$ cat config.mk
export PLATFORM = sky130hd
export DESIGN_NAME = fifo_queue_with_reverse_flat
export DESIGN_NICKNAME = d
export VERILOG_FILES = /design/src/design/fqr_pkg.sv /design/src/design/fqr_in_if.sv /design/src/design/fqr_out_if.sv /design/src/design/fqr_ctrl.sv /design/src/design/fqr_dp.sv /design/src/design/fifo_queue_with_reverse.sv /design/src/flat_wrapper.sv
export SDC_FILE = /design/constraint.sdc
export NUM_CORES = 1
export LEC_CHECK = 0
export ABC_AREA = 0
export BUFFER_PORTS_ARGS = -buffer_cell sky130_fd_sc_hd__buf_2
export CAP_MARGIN = 30
export CELL_PAD_IN_SITES_DETAIL_PLACEMENT = 1
export CELL_PAD_IN_SITES_GLOBAL_PLACEMENT = 2
export CORE_MARGIN = 5
export CORE_UTILIZATION = 49
export DETAILED_ROUTE_END_ITERATION = 10
export PLACE_DENSITY_LB_ADDON = 0.1
export SYNTH_ARGS = -nofsm -noshare
export SYNTH_HDL_FRONTEND = slang
export SYNTH_HIERARCHICAL = 1
export SYNTH_SLANG_ARGS = --single-unit
export TNS_END_PERCENT = 1
$ cat constraint.sdc
create_clock -name i_clk -period 5.9 [get_ports i_clk]
set_input_delay 0.295 -clock i_clk [delete_from_list [all_inputs] [get_ports i_clk]]
set_output_delay 0.295 -clock i_clk [all_outputs]
set_load 0.02 [all_outputs]
$ cat src/design/fqr_pkg.sv
// Shared types and constants for the queue with reverse.
package fqr_pkg;

    localparam int ACTION_W = 2;
    localparam int STATUS_W = 2;
    localparam int VALUE_W  = 32;
    localparam int COUNT_W  = 5;

    // Action codes carried by an input transaction
    typedef enum logic [ACTION_W-1:0] {
        ACT_ENQ  = 2'd0,
        ACT_DEQ  = 2'd1,
        ACT_REV  = 2'd2,
        ACT_NONE = 2'd3
    } t_action;

    // Status codes carried by an output transaction
    typedef enum logic [STATUS_W-1:0] {
        ST_OK    = 2'd0,
        ST_FULL  = 2'd1,
        ST_EMPTY = 2'd2
    } t_status;

    // Controller states
    typedef enum logic [1:0] {
        S_IDLE,
        S_EXEC,
        S_RESP
    } t_state;

    // Commands from controller to datapath
    typedef struct packed {
        logic load;   // capture the incoming transaction
        logic exec;   // run the captured action against the ring
    } t_ctl_cmd;

endpackage

$ cat src/design/fqr_in_if.sv
// Input channel: action and value with valid/ready handshake.
interface fqr_in_if import fqr_pkg::*; ();
    logic                       valid;
    logic                       ready;
    logic [ACTION_W-1:0]        action;
    logic signed [VALUE_W-1:0]  value;

    modport source (output valid, output action, output value, input ready);
    modport sink   (input valid, input action, input value, output ready);
endinterface

$ cat src/design/fqr_out_if.sv
// Output channel: status, dequeued value and count with valid/ready handshake.
interface fqr_out_if import fqr_pkg::*; ();
    logic                       valid;
    logic                       ready;
    logic [STATUS_W-1:0]        status;
    logic signed [VALUE_W-1:0]  out_value;
    logic [COUNT_W-1:0]         count;

    modport source (output valid, output status, output out_value, output count,
                    input ready);
    modport sink   (input valid, input status, input out_value, input count,
                    output ready);
endinterface

$ cat src/design/fqr_ctrl.sv
// Controller state machine: sequences capture, execution and result handoff.
module fqr_ctrl import fqr_pkg::*; (
    input  logic     i_clk,
    input  logic     i_rst_n,
    input  logic     i_in_valid,
    input  logic     i_out_ready,
    output logic     o_in_ready,
    output logic     o_out_valid,
    output t_ctl_cmd o_cmd
);

    t_state r_state;
    t_state n_state;

    // State register
    always_ff @(posedge i_clk) begin
        if (!i_rst_n) begin
            r_state <= S_IDLE;
        end else begin
            r_state <= n_state;
        end
    end

    // Next state
    always_comb begin
        n_state = r_state;
        unique case (r_state)
            S_IDLE: begin
                if (i_in_valid) n_state = S_EXEC;
            end
            S_EXEC: begin
                n_state = S_RESP;
            end
            S_RESP: begin
                if (i_out_ready) n_state = S_IDLE;
            end
            default: n_state = S_IDLE;
        endcase
    end

    // Outputs
    always_comb begin
        o_in_ready  = 1'b0;
        o_out_valid = 1'b0;
        o_cmd       = '0;
        unique case (r_state)
            S_IDLE: begin
                o_in_ready = 1'b1;
                o_cmd.load = i_in_valid;
            end
            S_EXEC: begin
                o_cmd.exec = 1'b1;
            end
            S_RESP: begin
                o_out_valid = 1'b1;
            end
            default: begin
                o_in_ready = 1'b0;
            end
        endcase
    end

    // Checks
    a_no_overlap: assert property (@(posedge i_clk) disable iff (!i_rst_n)
        !(o_in_ready && o_out_valid))
        else $error("input and output handshakes open at once");

    a_load_then_exec: assert property (@(posedge i_clk) disable iff (!i_rst_n)
        o_cmd.load |=> o_cmd.exec)
        else $error("captured transaction not executed next cycle");

    a_exec_then_resp: assert property (@(posedge i_clk) disable iff (!i_rst_n)
        o_cmd.exec |=> o_out_valid)
        else $error("result not presented after execution");

    a_exec_single: assert property (@(posedge i_clk) disable iff (!i_rst_n)
        o_cmd.exec |=> !o_cmd.exec)
        else $error("one transaction executed twice");

endmodule

$ cat src/design/fqr_dp.sv
// Datapath: ring memory, head/count/direction registers and result registers.
module fqr_dp import fqr_pkg::*; #(
    parameter int DEPTH = 16
) (
    input  logic                      i_clk,
    input  logic                      i_rst_n,
    input  t_ctl_cmd                  i_cmd,
    input  logic [ACTION_W-1:0]       i_action,
    input  logic signed [VALUE_W-1:0] i_value,
    output logic [STATUS_W-1:0]       o_status,
    output logic signed [VALUE_W-1:0] o_out_value,
    output logic [COUNT_W-1:0]        o_count
);

    localparam int AW = (DEPTH > 1) ? $clog2(DEPTH) : 1;
    localparam int CW = $clog2(DEPTH + 1);
    localparam int SW = CW + 1;

    // Ring storage
    logic [VALUE_W-1:0] r_mem [DEPTH];
    logic [VALUE_W-1:0] r_rd_data;

    // Queue state
    logic [AW-1:0] r_head;
    logic [CW-1:0] r_count;
    logic          r_rev;

    // Captured transaction and result
    logic [ACTION_W-1:0] r_action;
    logic [VALUE_W-1:0]  r_value;
    logic [STATUS_W-1:0] r_status;
    logic                r_deq_ok;

    logic          w_full;
    logic          w_empty;
    logic [SW-1:0] w_tail_sum;
    logic [SW-1:0] w_last_sum;
    logic [AW-1:0] w_tail_pos;
    logic [AW-1:0] w_last_pos;
    logic [AW-1:0] w_prev_head;
    logic [AW-1:0] w_next_head;
    logic [AW-1:0] w_wr_pos;
    logic [AW-1:0] w_rd_pos;
    logic          w_do_enq;
    logic          w_do_deq;
    logic          w_do_rev;
    logic [CW+COUNT_W-1:0] w_cnt_ext;

    // Ring positions, wrapped by one compare and subtract
    always_comb begin
        w_full      = (r_count == CW'(DEPTH));
        w_empty     = (r_count == '0);
        w_tail_sum  = SW'(r_head) + SW'(r_count);
        w_last_sum  = w_tail_sum - SW'(1);
        w_tail_pos  = (w_tail_sum >= SW'(DEPTH)) ? AW'(w_tail_sum - SW'(DEPTH))
                                                 : AW'(w_tail_sum);
        w_last_pos  = (w_last_sum >= SW'(DEPTH)) ? AW'(w_last_sum - SW'(DEPTH))
                                                 : AW'(w_last_sum);
        w_prev_head = (r_head == '0) ? AW'(DEPTH - 1) : r_head - AW'(1);
        w_next_head = (r_head == AW'(DEPTH - 1)) ? '0 : r_head + AW'(1);
        // reversed: rear sits below head, front at the last entry
        w_wr_pos    = r_rev ? w_prev_head : w_tail_pos;
        w_rd_pos    = r_rev ? w_last_pos : r_head;
        w_do_enq    = i_cmd.exec && (r_action == ACT_ENQ) && !w_full;
        w_do_deq    = i_cmd.exec && (r_action == ACT_DEQ) && !w_empty;
        w_do_rev    = i_cmd.exec && (r_action == ACT_REV) && !w_empty;
    end

    // Capture the incoming transaction
    always_ff @(posedge i_clk) begin
        if (i_cmd.load) begin
            r_action <= i_action;
            r_value  <= i_value;
        end
    end

    // Memory write and registered read
    always_ff @(posedge i_clk) begin
        if (w_do_enq) begin
            r_mem[w_wr_pos] <= r_value;
        end
        if (i_cmd.exec) begin
            r_rd_data <= r_mem[w_rd_pos];
        end
    end

    // Head, count and direction
    always_ff @(posedge i_clk) begin
        if (!i_rst_n) begin
            r_head  <= '0;
            r_count <= '0;
            r_rev   <= 1'b0;
        end else begin
            if (w_do_enq) begin
                r_count <= r_count + CW'(1);
                if (r_rev) r_head <= w_prev_head;
            end
            if (w_do_deq) begin
                r_count <= r_count - CW'(1);
                if (!r_rev) r_head <= w_next_head;
            end
            if (w_do_rev) begin
                r_rev <= ~r_rev;
            end
        end
    end

    // Result status
    always_ff @(posedge i_clk) begin
        if (i_cmd.exec) begin
            r_deq_ok <= w_do_deq;
            priority if (r_action == ACT_ENQ && w_full) begin
                r_status <= ST_FULL;
            end else if ((r_action == ACT_DEQ || r_action == ACT_REV) && w_empty) begin
                r_status <= ST_EMPTY;
            end else begin
                r_status <= ST_OK;
            end
        end
    end

    assign w_cnt_ext   = {{COUNT_W{1'b0}}, r_count};
    assign o_count     = w_cnt_ext[COUNT_W-1:0];
    assign o_status    = r_status;
    assign o_out_value = r_deq_ok ? r_rd_data : '0;

    // Checks
    a_count_bound: assert property (@(posedge i_clk) disable iff (!i_rst_n)
        r_count <= CW'(DEPTH))
        else $error("entry count beyond depth");

    a_no_enq_full: assert property (@(posedge i_clk) disable iff (!i_rst_n)
        w_do_enq |=> r_count == $past(r_count) + CW'(1))
        else $error("enqueue did not grow the count");

    a_deq_shrinks: assert property (@(posedge i_clk) disable iff (!i_rst_n)
        w_do_deq |=> r_count == $past(r_count) - CW'(1))
        else $error("dequeue did not shrink the count");

endmodule

$ cat src/design/fifo_queue_with_reverse.sv
// Top level of the bounded queue of signed words with an order-reverse action.
//
// Usage:
//   i_in carries one transaction per operation: action (enqueue, dequeue,
//   reverse) and value (used by enqueue only). o_out returns exactly one
//   transaction per input: status (ok, full, empty), out_value (dequeued
//   word, else zero) and count (entries held afterward).
//   Reverse flips a direction flag, so it moves no entries.
//   Timing: the input is taken in the idle state, the ring is accessed in
//   the next cycle (one memory write or one registered read), and the result
//   is valid the cycle after that. Each item passes in order through the
//   capture, memory access and handoff states of the controller.
//   One operation is in flight at a time.
//   Reset (synchronous, active low) empties the queue and clears the
//   direction flag; ring contents are not cleared and need no clearing pass.
//   When the receiver stalls, the result holds on o_out and no new input
//   is taken until it is accepted.
module fifo_queue_with_reverse import fqr_pkg::*; #(
    parameter int DEPTH = 16
) (
    input  logic       i_clk,
    input  logic       i_rst_n,
    fqr_in_if.sink     i_in,
    fqr_out_if.source  o_out
);

    t_ctl_cmd w_cmd;

    // Sequencer
    fqr_ctrl u_ctrl (
        .i_clk       (i_clk),
        .i_rst_n     (i_rst_n),
        .i_in_valid  (i_in.valid),
        .i_out_ready (o_out.ready),
        .o_in_ready  (i_in.ready),
        .o_out_valid (o_out.valid),
        .o_cmd       (w_cmd)
    );

    // Ring and queue state
    fqr_dp #(
        .DEPTH (DEPTH)
    ) u_dp (
        .i_clk       (i_clk),
        .i_rst_n     (i_rst_n),
        .i_cmd       (w_cmd),
        .i_action    (i_in.action),
        .i_value     (i_in.value),
        .o_status    (o_out.status),
        .o_out_value (o_out.out_value),
        .o_count     (o_out.count)
    );

endmodule
$ cat src/flat_wrapper.sv
// flat-port wrapper written by rule: the top's interface ports become plain ports
module fifo_queue_with_reverse_flat import fqr_pkg::*;
#(
    parameter int DEPTH = 16
)
  (i_clk, i_rst_n, i_in_valid, i_in_action, i_in_value, i_in_ready, o_out_valid, o_out_status, o_out_out_value, o_out_count, o_out_ready);
  fqr_in_if i_in_i ();
  fqr_out_if o_out_i ();
  input  logic i_clk;
  input  logic i_rst_n;
  input wire logic [$bits(i_in_i.valid)-1:0] i_in_valid;
  input wire logic [$bits(i_in_i.action)-1:0] i_in_action;
  input wire logic [$bits(i_in_i.value)-1:0] i_in_value;
  output wire logic [$bits(i_in_i.ready)-1:0] i_in_ready;
  output wire logic [$bits(o_out_i.valid)-1:0] o_out_valid;
  output wire logic [$bits(o_out_i.status)-1:0] o_out_status;
  output wire logic [$bits(o_out_i.out_value)-1:0] o_out_out_value;
  output wire logic [$bits(o_out_i.count)-1:0] o_out_count;
  input wire logic [$bits(o_out_i.ready)-1:0] o_out_ready;
  assign i_in_i.valid = i_in_valid;
  assign i_in_i.action = i_in_action;
  assign i_in_i.value = i_in_value;
  assign i_in_ready = i_in_i.ready;
  assign o_out_valid = o_out_i.valid;
  assign o_out_status = o_out_i.status;
  assign o_out_out_value = o_out_i.out_value;
  assign o_out_count = o_out_i.count;
  assign o_out_i.ready = o_out_ready;
  fifo_queue_with_reverse #(.DEPTH(DEPTH)) u_core (.i_clk(i_clk), .i_rst_n(i_rst_n), .i_in(i_in_i), .o_out(o_out_i));
endmodule
==> impl_summary.log <==
[metrics] clock network power share: 42.1%
[metrics] die outline area: 0.0529 mm2
[metrics] hpwl dp: 31800 um
[metrics] async set or reset register ratio after synthesis: 0%
[metrics] number of fill cells: 4131
[metrics] outcome: finished clean
[metrics] TritonCTS Sinks: 593
[metrics] net switching power: 1.78 mW
[metrics] maximum number of pins on one net before global-route repair: 65
[metrics] Critical Path Fanout Max: 20
[metrics] number of buffers inserted during clock tree synthesis: 61
[metrics] Synth Warn #: 6
[metrics] H-tree levels: 2
[metrics] number of cells produced by synthesis: 1160
[metrics] Initial Utilization: 49.6%
[metrics] post-layout min period: 4.04 ns
[metrics] area taken by multi-input logic gates: 0.00567 mm2
[metrics] vias per inst: 6.07
[metrics] Pint: 6.82 mW
[metrics] top-level I/O count: 79
[metrics] Total Neg Setup Slack: 0 ns
[metrics] CTS tree: done
[metrics] arrival time at the worst endpoint: 4.34 ns
[metrics] most frequently used flop master after synthesis: edfxtp_1
[metrics] input/output buffers: 78
[metrics] unrepaired setup endpoints after global routing: no
[metrics] Switching Fraction: 20.7%
[metrics] Yosys top cell area share: 73.5%
[metrics] vias in the first global route: 12639
[metrics] # DRC: 0
[metrics] Pre-antenna DRT Iters: 5
[metrics] cell area after synthesis: 0.0237 mm2
[metrics] type of the setup path with the least slack: reg -> reg
[metrics] number of vias after detailed routing: 11979
[metrics] Slew HR: 33.4%
[metrics] proportion of layout cells with a drive suffix above 1: 28.9%
[metrics] final setup fails: 0
[metrics] count of state elements after synthesis: 593
[metrics] most area-consuming cells after synthesis: edfxtp_1 74%, mux4_2 12%, mux2_4 1.8%
[metrics] insertion delay to the later sink of the worst-skew pair: 0.63 ns
[metrics] number of library cell types mapped by synthesis: 58
[metrics] Max Clk Rate: 0.248 GHz
[metrics] residual antenna-violating net count after detailed routing: 0
[metrics] total wire length after detailed routing: 58500 um
[metrics] worst flop-to-flop path endpoint: u_core/u_dp/r_mem[2][2]$_DFFE_PP_
[metrics] length in cells of the worst reg-to-reg path: 7
[metrics] GR Util All Layers: 22.2%
[metrics] Hold Path Depth: 2
[metrics] Die Wd: 230 um
[metrics] total design power: 8.60 mW
[metrics] area leader, netlist: edfxtp_1
[metrics] final number of max-transition violations: 0
[metrics] final cycle utilization of the critical path: 68.4%
[metrics] die height: 230 um
[metrics] final routed wire length divided by cell count: 29.6 um
[metrics] cell row count: 80
[metrics] most numerous cell types in the synthesized netlist: 581 x edfxtp_1, 128 x mux4_2, 64 x o22ai_1
[metrics] power per unit of standard cell area: 316 mW/mm2
[metrics] global-route wire length before repair: 86000 um
[metrics] worst min-delay path endpoint: u_core/u_dp/r_value[7]$_DFFE_PP_
[metrics] placed cell area: 0.0249 mm2
[metrics] number of buffers between clock root and the deepest sink: 3
[metrics] antenna violations before repair: 1
[metrics] number of hold violations in the final report: 0
[metrics] total gr overflow: 0
[metrics] path type of the worst min-delay path: in -> reg
[metrics] Worst Tran Pin Value: 0.996 ns
[metrics] Post-CTS Repair Setup Buffers: 0
[metrics] startpoint type of the worst setup path: flip-flop
[metrics] routability congestion estimate: 0.723
[metrics] Antenna diodes: 0
[metrics] DP Worst Slack: 1.83 ns
[metrics] clk root buf: clkbuf_16
[metrics] R2R Path Start: u_core/u_dp/r_head[0]$_SDFF_PN0_
[metrics] number of flops mapped to enable cells by yosys: 581
[metrics] combinational group share of total power: 2.7%
[metrics] Layout Skew: 0.0234 ns
[metrics] area of the placeable core: 0.0478 mm2
[metrics] fin worst setup slack: 1.86 ns
[metrics] clock transition at the registers of the reported paths: 0.06 ns
[metrics] number of nets in the final layout: 1359
[metrics] MaxCap Viol Count: 0
[metrics] register-to-register path setup slack: 1.86 ns
[metrics] IR Drop Worst-Case VDD: 0.000245 V
[metrics] Layout area overhead: 14.5%
[metrics] most frequent cell after synthesis: edfxtp_1
[metrics] average cell area after synthesis: 20.5 um2
[metrics] final instance area: 0.0272 mm2
[metrics] Leak: 8.94 nW
[metrics] sequential-to-total area share from yosys stat: 74.5%
[metrics] sequential fraction of design power: 55.3%
[metrics] worst min-delay path startpoint: i_in_value[7]
[metrics] worst path required time: 6.21 ns
[metrics] syn nets: 1210
[metrics] flip-flop and latch area: 0.0177 mm2
[metrics] drt first-iter violations: 989
[metrics] kind of end point of the critical path: flip-flop
==> area by class of cell <==
| class | count | share of cell area (%) |
|---|---|---|
| flip-flops and latches | 593 | 65.1 |
| repair buffers | 153 | 4.24 |
| multi-input cells | 490 | 20.9 |
| clock buffers | 78 | 5.85 |
| clock inverters | 35 | 0.962 |
| inverters | 10 | 0.138 |
| well taps | 615 | 2.83 |
==> routing by layer <==
layer / share of wire [%] / vias up / wire [um] / track usage (%)
met5: 0 / - / 0 / 0
met4: 2.2 / 0 / 1270 / 5.83
met3: 5.1 / 75 / 2970 / 3.21
met2: 51 / 323 / 29900 / 38.2
met1: 42 / 6444 / 24300 / 30.2
li1: - / 5137 / - / -
==> flip-flops by register name, summed over array words and instances, names as in the netlist <==
signal                 flops
u_core/u_ctrl/r_state      2
u_core/u_dp/o_count        5
u_core/u_dp/o_status       2
u_core/u_dp/r_action       2
u_core/u_dp/r_deq_ok       1
u_core/u_dp/r_head         4
u_core/u_dp/r_mem        512
u_core/u_dp/r_rd_data     32
u_core/u_dp/r_rev          1
u_core/u_dp/r_value       32
==> per-stage QoR <==
| stage | std cells | hold WS [ns] | utilization, % |
|---|---|---|---|
| after floorplan | 1160 | 0.394 | - |
| after global placement | 1820 | 0.471 | 51.9 |
| after detailed placement | 1822 | 0.473 | 52.0 |
| after CTS | 1972 | 0.338 | 56.7 |
| after global routing | 1974 | 0.359 | 56.8 |
| final | 1974 | 0.379 | 56.8 |
==> worst max-delay path, stage by stage (launching register included) <==
cell	delay, ns
dfxtp_1	0.43
ha_1	0.28
fa_1	0.42
xor2_1	0.18
o21ai_0	0.72
nand2_1	0.45
nor2_4	0.81
buf_4	0.39
==> repair_timing <==
| action | in CTS | in global routing |
|---|---|---|
| gates resized for setup | 0 | 0 |
| hold endpoints to repair | 37 | 0 |
| hold buffers | 37 | 0 |
==> power groups by stage <==
stage	logic, mW	registers, mW	clock network [mW]
2_1_floorplan	0.142	4.81	0
3_3_place_gp	0.209	4.83	0
3_5_place_dp	0.213	4.84	0
4_1_cts	0.232	4.75	3.71
5_1_grt	0.248	4.76	3.90
6_report	0.229	4.75	3.62
==> cell usage in the layout (no fill, tap or decap), types with 9 or more instances in the layout <==
cell type      instances
buf_2                 78
clkinv_2              11
clkbuf_16             61
o21ai_0               30
mux2_4                29
buf_4                 32
inv_1                  9
and2_1                39
dfxtp_1               12
mux4_2               128
nor2_4                12
nand3_1               33
nand2_1               16
dlygate4sd3_1         37
clkinv_1              15
a31oi_1               36
clkbuf_1              17
xnor2_1                9
edfxtp_1             581
ha_1                  11
o22ai_1               64
==> how the worst max path moves through the flow <==
stage	start	end	slack (ns)	cells after the start
5_1_grt	u_core/u_dp/r_head[0]$_SDFF_PN0_	u_core/u_dp/r_rd_data[23]$_DFFE_PP_	1.70	10
3_3_place_gp	u_core/u_dp/r_head[0]$_SDFF_PN0_	u_core/u_dp/r_rd_data[16]$_DFFE_PP_	1.96	10
4_1_cts	u_core/u_dp/r_head[0]$_SDFF_PN0_	u_core/u_dp/r_mem[9][31]$_DFFE_PP_	1.82	7
3_5_place_dp	u_core/u_dp/r_head[0]$_SDFF_PN0_	u_core/u_dp/r_mem[9][27]$_DFFE_PP_	1.83	7
6_report	u_core/u_dp/r_head[0]$_SDFF_PN0_	u_core/u_dp/r_mem[2][2]$_DFFE_PP_	1.86	7
2_1_floorplan	u_core/u_ctrl/r_state[0]$_SDFFE_PN0P_	u_core/u_dp/r_mem[5][0]$_DFFE_PP_	0.63	6
==> cells by family (layout without fill, tap and decap cells) <==
group,Yosys count,count (layout),synth area share [%]
flops,593,593,74.5
compound gates,165,165,4.34
mux,163,163,14.3
simple gates,136,136,3.21
buf+inv,77,276,2.24
xor+xnor,14,14,0.712
fa+ha+maj,12,12,0.664
(Power assumes the default switching activity.)
